==> config.mk <==
export PLATFORM = sky130hd
export DESIGN_NAME = ab_boot_slot_metadata_engine
export DESIGN_NICKNAME = d
export VERILOG_FILES = /design/src/sv/absme_pkg.sv /design/src/sv/absme_crc_unit.sv /design/src/sv/absme_record.sv /design/src/sv/ab_boot_slot_metadata_engine.sv
export SDC_FILE = /design/constraint.sdc
export NUM_CORES = 1
export LEC_CHECK = 0
export BUFFER_PORTS_ARGS = -buffer_cell sky130_fd_sc_hd__buf_2
export CORE_MARGIN = 2
export CORE_UTILIZATION = 35
export DETAILED_ROUTE_END_ITERATION = 16
export REMOVE_ABC_BUFFERS = 1
export SYNTH_ARGS = -nofsm -noshare
export SYNTH_HDL_FRONTEND = slang
export SYNTH_SLANG_ARGS = --single-unit
==> constraint.sdc <==
create_clock -name clk -period 7.8 [get_ports clk]
set_clock_uncertainty 0.1 [all_clocks]
set_input_delay 1.17 -clock clk [delete_from_list [all_inputs] [get_ports clk]]
set_output_delay 1.17 -clock clk [all_outputs]
set_load 0.02 [all_outputs]
==> src/sv/absme_pkg.sv <==
package absme_pkg;

	localparam int REC_BYTES = 32;
	localparam int CRC_SPAN = 28;
	localparam int CRC_POS = 28;
	localparam int BOOT_MARK_POS = 16;
	localparam logic [31:0] CRC_POLY = 32'hedb88320;
	localparam logic [31:0] CRC_INIT = 32'hffffffff;
	localparam logic [7:0] MAX_PRIO = 8'd15;
	localparam logic [7:0] MAX_TRIES = 8'd7;
	localparam logic [7:0] MAGIC_0 = 8'h00;
	localparam logic [7:0] MAGIC_1 = 8'h41;
	localparam logic [7:0] MAGIC_2 = 8'h42;
	localparam logic [7:0] MAGIC_3 = 8'h30;

	typedef enum logic [2:0] {
		ACT_WRITE    = 3'd0,
		ACT_READ     = 3'd1,
		ACT_VALIDATE = 3'd2,
		ACT_PRIMARY  = 3'd3,
		ACT_BAD      = 3'd4,
		ACT_GOOD     = 3'd5,
		ACT_QUERY    = 3'd6,
		ACT_NOP      = 3'd7
	} act_t;

	typedef enum logic [3:0] {
		ST_OK         = 4'd0,
		ST_MAGIC      = 4'd1,
		ST_VERSION    = 4'd2,
		ST_CRC        = 4'd3,
		ST_FIELDS     = 4'd4,
		ST_BOOT_MARK  = 4'd5,
		ST_UNKNOWN    = 4'd6,
		ST_PEER_UNB   = 4'd7,
		ST_NOT_CUR    = 4'd8,
		ST_UNBOOTABLE = 4'd9,
		ST_ALREADY    = 4'd10
	} status_t;

	typedef struct packed {
		act_t        action;
		logic        slot;
		logic        current_slot;
		logic        current_known;
		logic [4:0]  byte_index;
		logic [7:0]  byte_value;
	} cmd_t;

	typedef struct packed {
		status_t     status;
		logic [7:0]  read_data;
		logic        lead_slot;
		logic        primary_exists;
		logic [1:0]  class_slot_a;
		logic [1:0]  class_slot_b;
		logic [31:0] crc_value;
	} res_t;

	typedef enum logic [1:0] {
		MUT_PRIMARY,
		MUT_BAD,
		MUT_GOOD
	} mut_op_t;

	typedef struct packed {
		logic    en;
		mut_op_t op;
		logic    slot;
	} mut_cmd_t;

	typedef struct packed {
		logic        en;
		logic [31:0] crc;
	} seal_cmd_t;

	typedef struct packed {
		logic [1:0][7:0] prio;
		logic [1:0][7:0] tries;
		logic [1:0][7:0] succ;
		logic [7:0]      boot_mark;
		logic            magic_ok;
		logic            version_ok;
		logic [31:0]     sealed_crc;
	} rec_view_t;

	function automatic logic [31:0] crc_table_entry(input logic [7:0] idx);
		logic [31:0] c;
		c = {24'd0, idx};
		for (int b = 0; b < 8; b++) begin
			c = c[0] ? ((c >> 1) ^ CRC_POLY) : (c >> 1);
		end
		return c;
	endfunction

endpackage

==> src/sv/absme_crc_unit.sv <==
module absme_crc_unit (
	input  logic        clk,
	input  logic        arst_n,
	input  logic        clear,
	input  logic        step,
	input  logic [7:0]  data,
	output logic [31:0] crc_final
);
	import absme_pkg::*;

	logic [31:0] crc_q;

	always_ff @(posedge clk or negedge arst_n) begin
		if (!arst_n) begin
			crc_q <= CRC_INIT;
		end else if (clear) begin
			crc_q <= CRC_INIT;
		end else if (step) begin
			crc_q <= (crc_q >> 8) ^ crc_table_entry(crc_q[7:0] ^ data);
		end
	end

	assign crc_final = ~crc_q;

endmodule

==> src/sv/absme_record.sv <==
module absme_record (
	input  logic                 clk,
	input  logic                 arst_n,
	input  logic                 wr_en,
	input  logic [4:0]           wr_idx,
	input  logic [7:0]           wr_data,
	input  absme_pkg::mut_cmd_t  mut,
	input  absme_pkg::seal_cmd_t seal,
	input  logic [4:0]           rd_idx,
	output logic [7:0]           rd_data,
	output absme_pkg::rec_view_t view
);
	import absme_pkg::*;

	logic [7:0] rec_q [REC_BYTES];
	logic [4:0] t_prio;
	logic [4:0] t_tries;
	logic [4:0] t_succ;
	logic [4:0] t_flags;
	logic [4:0] o_prio;

	assign t_prio  = {2'b01, mut.slot, 2'd0};
	assign t_tries = {2'b01, mut.slot, 2'd1};
	assign t_succ  = {2'b01, mut.slot, 2'd2};
	assign t_flags = {2'b01, mut.slot, 2'd3};
	assign o_prio  = {2'b01, ~mut.slot, 2'd0};

	always_ff @(posedge clk or negedge arst_n) begin
		if (!arst_n) begin
			for (int i = 0; i < REC_BYTES; i++) begin
				rec_q[i] <= '0;
			end
		end else begin
			if (wr_en) begin
				rec_q[wr_idx] <= wr_data;
			end
			if (mut.en) begin
				unique case (mut.op)
					MUT_PRIMARY: begin
						rec_q[t_prio]  <= MAX_PRIO;
						rec_q[t_tries] <= MAX_TRIES;
						rec_q[t_succ]  <= 8'd0;
						if (rec_q[o_prio] == MAX_PRIO) begin
							rec_q[o_prio] <= MAX_PRIO - 8'd1;
						end
					end
					MUT_BAD: begin
						rec_q[t_prio]  <= 8'd0;
						rec_q[t_tries] <= 8'd0;
						rec_q[t_succ]  <= 8'd0;
					end
					MUT_GOOD: begin
						rec_q[t_prio]  <= MAX_PRIO;
						rec_q[t_tries] <= 8'd0;
						rec_q[t_succ]  <= 8'd1;
						rec_q[t_flags] <= rec_q[t_flags] & 8'hfe;
						rec_q[BOOT_MARK_POS] <= {7'd0, mut.slot};
					end
					default: begin
					end
				endcase
			end
			if (seal.en) begin
				rec_q[CRC_POS]     <= seal.crc[31:24];
				rec_q[CRC_POS + 1] <= seal.crc[23:16];
				rec_q[CRC_POS + 2] <= seal.crc[15:8];
				rec_q[CRC_POS + 3] <= seal.crc[7:0];
			end
		end
	end

	assign rd_data = rec_q[rd_idx];

	always_comb begin
		for (int s = 0; s < 2; s++) begin
			view.prio[s]  = rec_q[8 + 4 * s];
			view.tries[s] = rec_q[9 + 4 * s];
			view.succ[s]  = rec_q[10 + 4 * s];
		end
		view.boot_mark  = rec_q[BOOT_MARK_POS];
		view.magic_ok   = (rec_q[0] == MAGIC_0) && (rec_q[1] == MAGIC_1)
			&& (rec_q[2] == MAGIC_2) && (rec_q[3] == MAGIC_3);
		view.version_ok = (rec_q[4] == 8'd1) && (rec_q[5] == 8'd0);
		view.sealed_crc = {rec_q[CRC_POS], rec_q[CRC_POS + 1],
			rec_q[CRC_POS + 2], rec_q[CRC_POS + 3]};
	end

endmodule

==> src/sv/ab_boot_slot_metadata_engine.sv <==
// Each transaction is taken when start is high and busy is low; busy then stays high until the
// result has been produced. One byte-wide CRC-32 unit is stepped once per record byte over bytes
// 0 to 27; a set-primary, mark-bad or mark-good that changes the record must then reseal it
// with a second pass over the same bytes. The result appears
// on result for exactly one cycle with done high, and the receiver cannot stall it; a new
// transaction may be started in that same cycle. The record is all zero after reset.
module ab_boot_slot_metadata_engine (
	input  logic            clk,
	input  logic            arst_n,
	input  logic            start,
	output logic            busy,
	input  absme_pkg::cmd_t command,
	output logic            done,
	output absme_pkg::res_t result
);
	import absme_pkg::*;

	typedef enum logic [1:0] {
		S_IDLE,
		S_PRE,
		S_CRC,
		S_POST
	} state_t;

	typedef enum logic [1:0] {
		P_FINAL,
		P_CHECK,
		P_SEAL
	} purpose_t;

	state_t      state_q;
	purpose_t    purpose_q;
	cmd_t        cmd_q;
	status_t     status_q;
	logic [7:0]  rd_q;
	logic [4:0]  cnt_q;
	logic        done_q;
	res_t        result_q;

	logic        crc_clear;
	logic        crc_step;
	logic [31:0] crc_final;
	logic        wr_en;
	mut_cmd_t    mut;
	seal_cmd_t   seal;
	logic [4:0]  rd_idx;
	logic [7:0]  rd_data;
	rec_view_t   view;

	logic        is_mut;
	logic        boot_a;
	logic        boot_b;
	logic        boot_t;
	logic        boot_o;
	status_t     chk_status;
	status_t     mut_status;
	logic        mut_apply;
	mut_op_t     mut_op;
	logic        reseal;

	function automatic logic slot_bootable(input logic [7:0] pr, input logic [7:0] tr,
		input logic [7:0] sb);
		return (pr != 8'd0) && ((sb != 8'd0) || (tr != 8'd0));
	endfunction

	function automatic logic [1:0] slot_class(input logic [7:0] pr, input logic [7:0] tr,
		input logic [7:0] sb);
		logic bt;
		bt = slot_bootable(pr, tr, sb);
		if ((pr != 8'd0) && (tr == 8'd0) && (sb == 8'd1) && bt) begin
			return 2'd0;
		end else if ((pr != 8'd0) && (tr != 8'd0) && (sb == 8'd0) && bt) begin
			return 2'd1;
		end else if ((pr == 8'd0) && (tr == 8'd0) && (sb == 8'd0) && !bt) begin
			return 2'd2;
		end
		return 2'd3;
	endfunction

	absme_crc_unit u_crc (
		.clk       (clk),
		.arst_n    (arst_n),
		.clear     (crc_clear),
		.step      (crc_step),
		.data      (rd_data),
		.crc_final (crc_final)
	);

	absme_record u_record (
		.clk     (clk),
		.arst_n  (arst_n),
		.wr_en   (wr_en),
		.wr_idx  (cmd_q.byte_index),
		.wr_data (cmd_q.byte_value),
		.mut     (mut),
		.seal    (seal),
		.rd_idx  (rd_idx),
		.rd_data (rd_data),
		.view    (view)
	);

	assign is_mut = (cmd_q.action == ACT_PRIMARY) || (cmd_q.action == ACT_BAD)
		|| (cmd_q.action == ACT_GOOD);
	assign boot_a = slot_bootable(view.prio[0], view.tries[0], view.succ[0]);
	assign boot_b = slot_bootable(view.prio[1], view.tries[1], view.succ[1]);
	assign boot_t = cmd_q.slot ? boot_b : boot_a;
	assign boot_o = cmd_q.slot ? boot_a : boot_b;

	always_comb begin
		priority if (!view.magic_ok) begin
			chk_status = ST_MAGIC;
		end else if (!view.version_ok) begin
			chk_status = ST_VERSION;
		end else if (view.sealed_crc != crc_final) begin
			chk_status = ST_CRC;
		end else if ((view.prio[0] > MAX_PRIO) || (view.tries[0] > MAX_TRIES)
			|| (view.succ[0] > 8'd1) || (view.prio[1] > MAX_PRIO)
			|| (view.tries[1] > MAX_TRIES) || (view.succ[1] > 8'd1)) begin
			chk_status = ST_FIELDS;
		end else if (view.boot_mark > 8'd1) begin
			chk_status = ST_BOOT_MARK;
		end else begin
			chk_status = ST_OK;
		end
	end

	always_comb begin
		mut_status = ST_OK;
		mut_apply  = 1'b0;
		mut_op     = MUT_PRIMARY;
		unique case (cmd_q.action)
			ACT_PRIMARY: begin
				mut_apply = 1'b1;
			end
			ACT_BAD: begin
				mut_op = MUT_BAD;
				priority if (!boot_o) begin
					mut_status = ST_PEER_UNB;
				end else if ((view.prio[cmd_q.slot] == 8'd0)
					&& (view.tries[cmd_q.slot] == 8'd0)
					&& (view.succ[cmd_q.slot] == 8'd0)) begin
					mut_status = ST_ALREADY;
				end else begin
					mut_apply = 1'b1;
				end
			end
			ACT_GOOD: begin
				mut_op = MUT_GOOD;
				priority if (cmd_q.slot != cmd_q.current_slot) begin
					mut_status = ST_NOT_CUR;
				end else if (!boot_t) begin
					mut_status = ST_UNBOOTABLE;
				end else begin
					mut_apply = 1'b1;
				end
			end
			default: begin
			end
		endcase
	end

	assign reseal = (state_q == S_POST) && (purpose_q == P_CHECK) && is_mut
		&& (chk_status == ST_OK) && mut_apply;

	always_comb begin
		crc_clear = (state_q == S_PRE) || reseal;
		crc_step  = (state_q == S_CRC);
		wr_en     = (state_q == S_PRE) && (cmd_q.action == ACT_WRITE);
		rd_idx    = (state_q == S_PRE) ? cmd_q.byte_index : cnt_q;
		mut.en    = reseal;
		mut.op    = mut_op;
		mut.slot  = cmd_q.slot;
		seal.en   = (state_q == S_POST) && (purpose_q == P_SEAL);
		seal.crc  = crc_final;
	end

	always_ff @(posedge clk or negedge arst_n) begin
		if (!arst_n) begin
			state_q   <= S_IDLE;
			purpose_q <= P_FINAL;
			cnt_q     <= '0;
			done_q    <= 1'b0;
			status_q  <= ST_OK;
			rd_q      <= '0;
			cmd_q     <= '0;
			result_q  <= '0;
		end else begin
			done_q <= (state_q == S_POST) && !reseal;
			unique case (state_q)
				S_IDLE: begin
					if (start) begin
						cmd_q   <= command;
						state_q <= S_PRE;
					end
				end
				S_PRE: begin
					status_q  <= (is_mut && !cmd_q.current_known) ? ST_UNKNOWN : ST_OK;
					rd_q      <= (cmd_q.action == ACT_READ) ? rd_data : 8'd0;
					cnt_q     <= '0;
					state_q   <= S_CRC;
					purpose_q <= ((cmd_q.action == ACT_VALIDATE)
						|| (cmd_q.action == ACT_QUERY)
						|| (is_mut && cmd_q.current_known)) ? P_CHECK : P_FINAL;
				end
				S_CRC: begin
					cnt_q <= cnt_q + 5'd1;
					if (cnt_q == 5'(CRC_SPAN - 1)) begin
						state_q <= S_POST;
					end
				end
				S_POST: begin
					if (reseal) begin
						cnt_q     <= '0;
						purpose_q <= P_SEAL;
						state_q   <= S_CRC;
					end else begin
						state_q                 <= S_IDLE;
						result_q.status         <= (purpose_q == P_CHECK)
							? ((is_mut && (chk_status == ST_OK)) ? mut_status : chk_status)
							: status_q;
						result_q.read_data      <= rd_q;
						result_q.primary_exists <= boot_a || boot_b;
						result_q.lead_slot      <= (boot_a && boot_b)
							? (view.prio[1] > view.prio[0]) : boot_b;
						result_q.class_slot_a   <= slot_class(view.prio[0], view.tries[0],
							view.succ[0]);
						result_q.class_slot_b   <= slot_class(view.prio[1], view.tries[1],
							view.succ[1]);
						result_q.crc_value      <= crc_final;
					end
				end
				default: begin
					state_q <= S_IDLE;
				end
			endcase
		end
	end

	assign busy   = (state_q != S_IDLE);
	assign done   = done_q;
	assign result = result_q;

endmodule

==> results.toml <==
[layout]
final_cells = 2806
mostFrequentLayoutCells = "338 x dfrtp_1, 314 x mux2i_1, 264 x mux2_2, 149 x nor2_1, 124 x nand2_1"
num_antenna_cells = 0
fillCellCount = 6030
area_growth_pct = 10.4
final_common_cell = "dfrtp_1"
drive_gt1_share_pct = 25.4
fin_util_pct = 39.1
layout.nets = 1966

[clock_network]
root_buffer = "clkbuf_16"
tritoncts = "done"
cts.htree.levels = 2
clkTransAtPathRegs_ns = 0.06
cts_buffer_depth = 3
cts_buffers = 42
clock-sinks = 376
worst_skew_pair.late_latency_ns = 0.59
post_cts_buffers = 0
ctsHoldBuffers = 0
cts_resized = 0

[yosys]
yosysUniqueCellTypes = 76
synth-warning-count = 0
ys_ff_latch = 376
synth-async-reset-ratio_pct = 100
ys.flop_type = "dfrtp_1"
synth.avg_cell_area_um2 = 11.3
synth_cells = 1930
syn_area_um2 = 21800
synth-edff-count = 0
ys_seq_area_share_pct = 43.3

[timing]
finalSetupViolations = 0
max_slew_margin_pct = 24.3
post-route-min-period_ns = 5.28
rsz0062_at_grt = "false"
fin_crit_sh_pct = 67.6
hold_viol_final = 0
worst_pin_slew_ns = 1.14
report.final.slew_viol_count = 0
max_freq_mhz = 190
layout_setup_ws_ns = 2.52

[grt]
grtUsageTotal_pct = 19.5
antenna_found_initial = 1
grt_max_degree = 172
grt_pass1_wl_um = 96400
grt_pass1_vias = 15700
grt-ovfl-total = 0

[power]
p_leak_nw = 11.2
cellPowerDensity_nw_per_um2 = 473
max-vdd-ir-drop_uv = 449

[floorplan]
row_count = 91
die_w_um = 254
die_h_um = 254
start_util_pct = 35.4
die_area_um2 = 64400
core_um2 = 61700
io_pins = 74

[drt]
drt_wl_total_um = 62800
drc = 0
drtPass1Iterations = 7
antenna_left = 0
via_count = 15700
drt-initial-drc-count = 1205
routed_via_density = 5.58
wire_per_inst_um = 22.4

[critical_path]
endpoint_kind = "register"
crit_path_max_fanout = 68
worstSetupStartpointType = "register"
critPathKind = "register to register"
cp.arrival_ns = 5.69
cp_data_required_time_ns = 8.21

[place]
dp.cells = 2728
dpl.hpwl_um = 41900
port_buffers = 73
gp_congestion = 0.879
pre_cts_ws_ns = 2.69

[flow_run]
maxCapViolCount = 0

[min_path]
worst_hold_path_type = "register to register"

[outcome]
outcome = "finished clean"
-- cell usage after synthesis (all sizes together), types with 4 or more instances --
library cell | instances | share of area (%)
a21o | 6 | 0.21
a21oi | 27 | 0.62
a22o | 4 | 0.16
o22a | 9 | 0.36
nand2 | 125 | 2.2
nand3b | 6 | 0.21
dfstp | 32 | 3.9
nor4b | 9 | 0.43
and3 | 5 | 0.14
xor2 | 52 | 2.6
a31oi | 13 | 0.61
o31ai | 5 | 0.19
mux2i | 314 | 14
inv | 24 | 0.41
nor2 | 150 | 2.6
mux2 | 266 | 14
or3 | 5 | 0.14
nor2b | 7 | 0.20
ha | 9 | 0.52
xnor2 | 25 | 1.1
clkbuf | 53 | 0.93
nand4 | 29 | 0.95
nor3 | 12 | 0.30
or4 | 5 | 0.17
xnor3 | 20 | 2.1
nor4 | 20 | 0.57
dfrtp | 344 | 39
nand2b | 12 | 0.34
buf | 81 | 2.5
o21ai | 124 | 2.9
nand3 | 16 | 0.37
nor4bb | 4 | 0.18
and2 | 6 | 0.17
o32ai | 56 | 2.2
a211oi | 7 | 0.24
a2bb2oi | 21 | 0.84
-- per-layer routing --
| metal | GRT usage, % | up-vias | share of wire [%] | wire length (um) |
|---|---|---|---|---|
| met5 | 0 | - | 0.024 | 15 |
| met4 | 8.27 | 2 | 3.9 | 2430 |
| met3 | 3.96 | 141 | 5.7 | 3590 |
| met2 | 30.3 | 421 | 46 | 28600 |
| met1 | 26.4 | 8024 | 45 | 28100 |
| li1 | - | 7070 | - | - |
-- stage by stage --
step           hold WS (ns)  area (um2)  TNS [ns]  power (mW)
3_5_place_dp          0.365       22700         0        9.40
3_3_place_gp          0.359       22700         0        9.32
5_1_grt               0.404       24100         0        12.1
2_1_floorplan         0.346       21100    -23.38        7.88
4_1_cts               0.379       24100         0        11.4
6_report              0.376       24100         0        11.4
-- kinds of logic (layout without fill, tap and decap cells) --
group | count (synthesis) | count (layout) | synth area share [%]
AO/OA/AOI/OAI | 291 | 291 | 9.07
XOR/XNOR | 99 | 99 | 5.95
adder cells (fa/ha/maj) | 9 | 9 | 0.516
buffers and inverters | 158 | 197 | 3.86
flip-flops | 376 | 376 | 43.3
multiplexers | 580 | 580 | 28.1
AND/OR/NAND/NOR | 417 | 417 | 9.21
-- final timing paths --
path | start | to | slack, ns | depth (start not counted)
min | result[35]$_DFFE_PN0P_ | result[35]$_DFFE_PN0P_ | 0.38 | 2
max in group asynchronous | arst_n | cnt_q[0]$_DFFE_PN0P_ | 5.53 | 2
max | state_q[1]$_DFFE_PN0P_ | u_crc.crc_q[17]$_DFFE_PN1P_ | 2.52 | 9
min reg2reg | result[35]$_DFFE_PN0P_ | result[35]$_DFFE_PN0P_ | 0.38 | 2
min in group asynchronous | arst_n | u_record.rec_q[73]$_DFF_PN0_ | 0.52 | 1
max reg2reg | state_q[1]$_DFFE_PN0P_ | u_crc.crc_q[17]$_DFFE_PN1P_ | 2.52 | 9
-- registers in the layout (all words and copies together) (netlist names) --
register        count
status_q            1
state_q             2
rd_q                8
result             50
u_crc.crc_q        32
done                1
u_record.rec_q    168
purpose_q           2
cnt_q               5
cmd_q              19
u_record.view      88
-- power by group --
part | leakage [nW] | switching, mW | internal, mW
logic | 5.50 | 3.08 | 3.02
registers | 5.03 | 0.812 | 2.49
clock network | 0.689 | 0.843 | 1.14
-- layout make-up --
type | count | area (um2) | area share, %
Timing Repair Buffer | 95 | 566 | 2.35
Sequential cell | 376 | 9460 | 39.3
Clock inverter | 17 | 135 | 0.561
Multi-Input combinational cell | 1396 | 11600 | 48.0
Clock buffer | 61 | 1240 | 5.16
Tap cell | 837 | 1050 | 4.35
Inverter | 24 | 90.1 | 0.374
-- worst max-delay path: stages, from the launching register on --
cell and delay, ns:
dfrtp_1 0.66, nand2b_4 0.47, buf_4 0.69, mux2i_1 0.79
o21ai_0 0.55, nand4_1 0.37, xor2_4 0.39, xnor3_1 0.53
xnor3_1 0.36, o22a_1 0.17
Note: power is estimated with default switching activity, not from simulation.
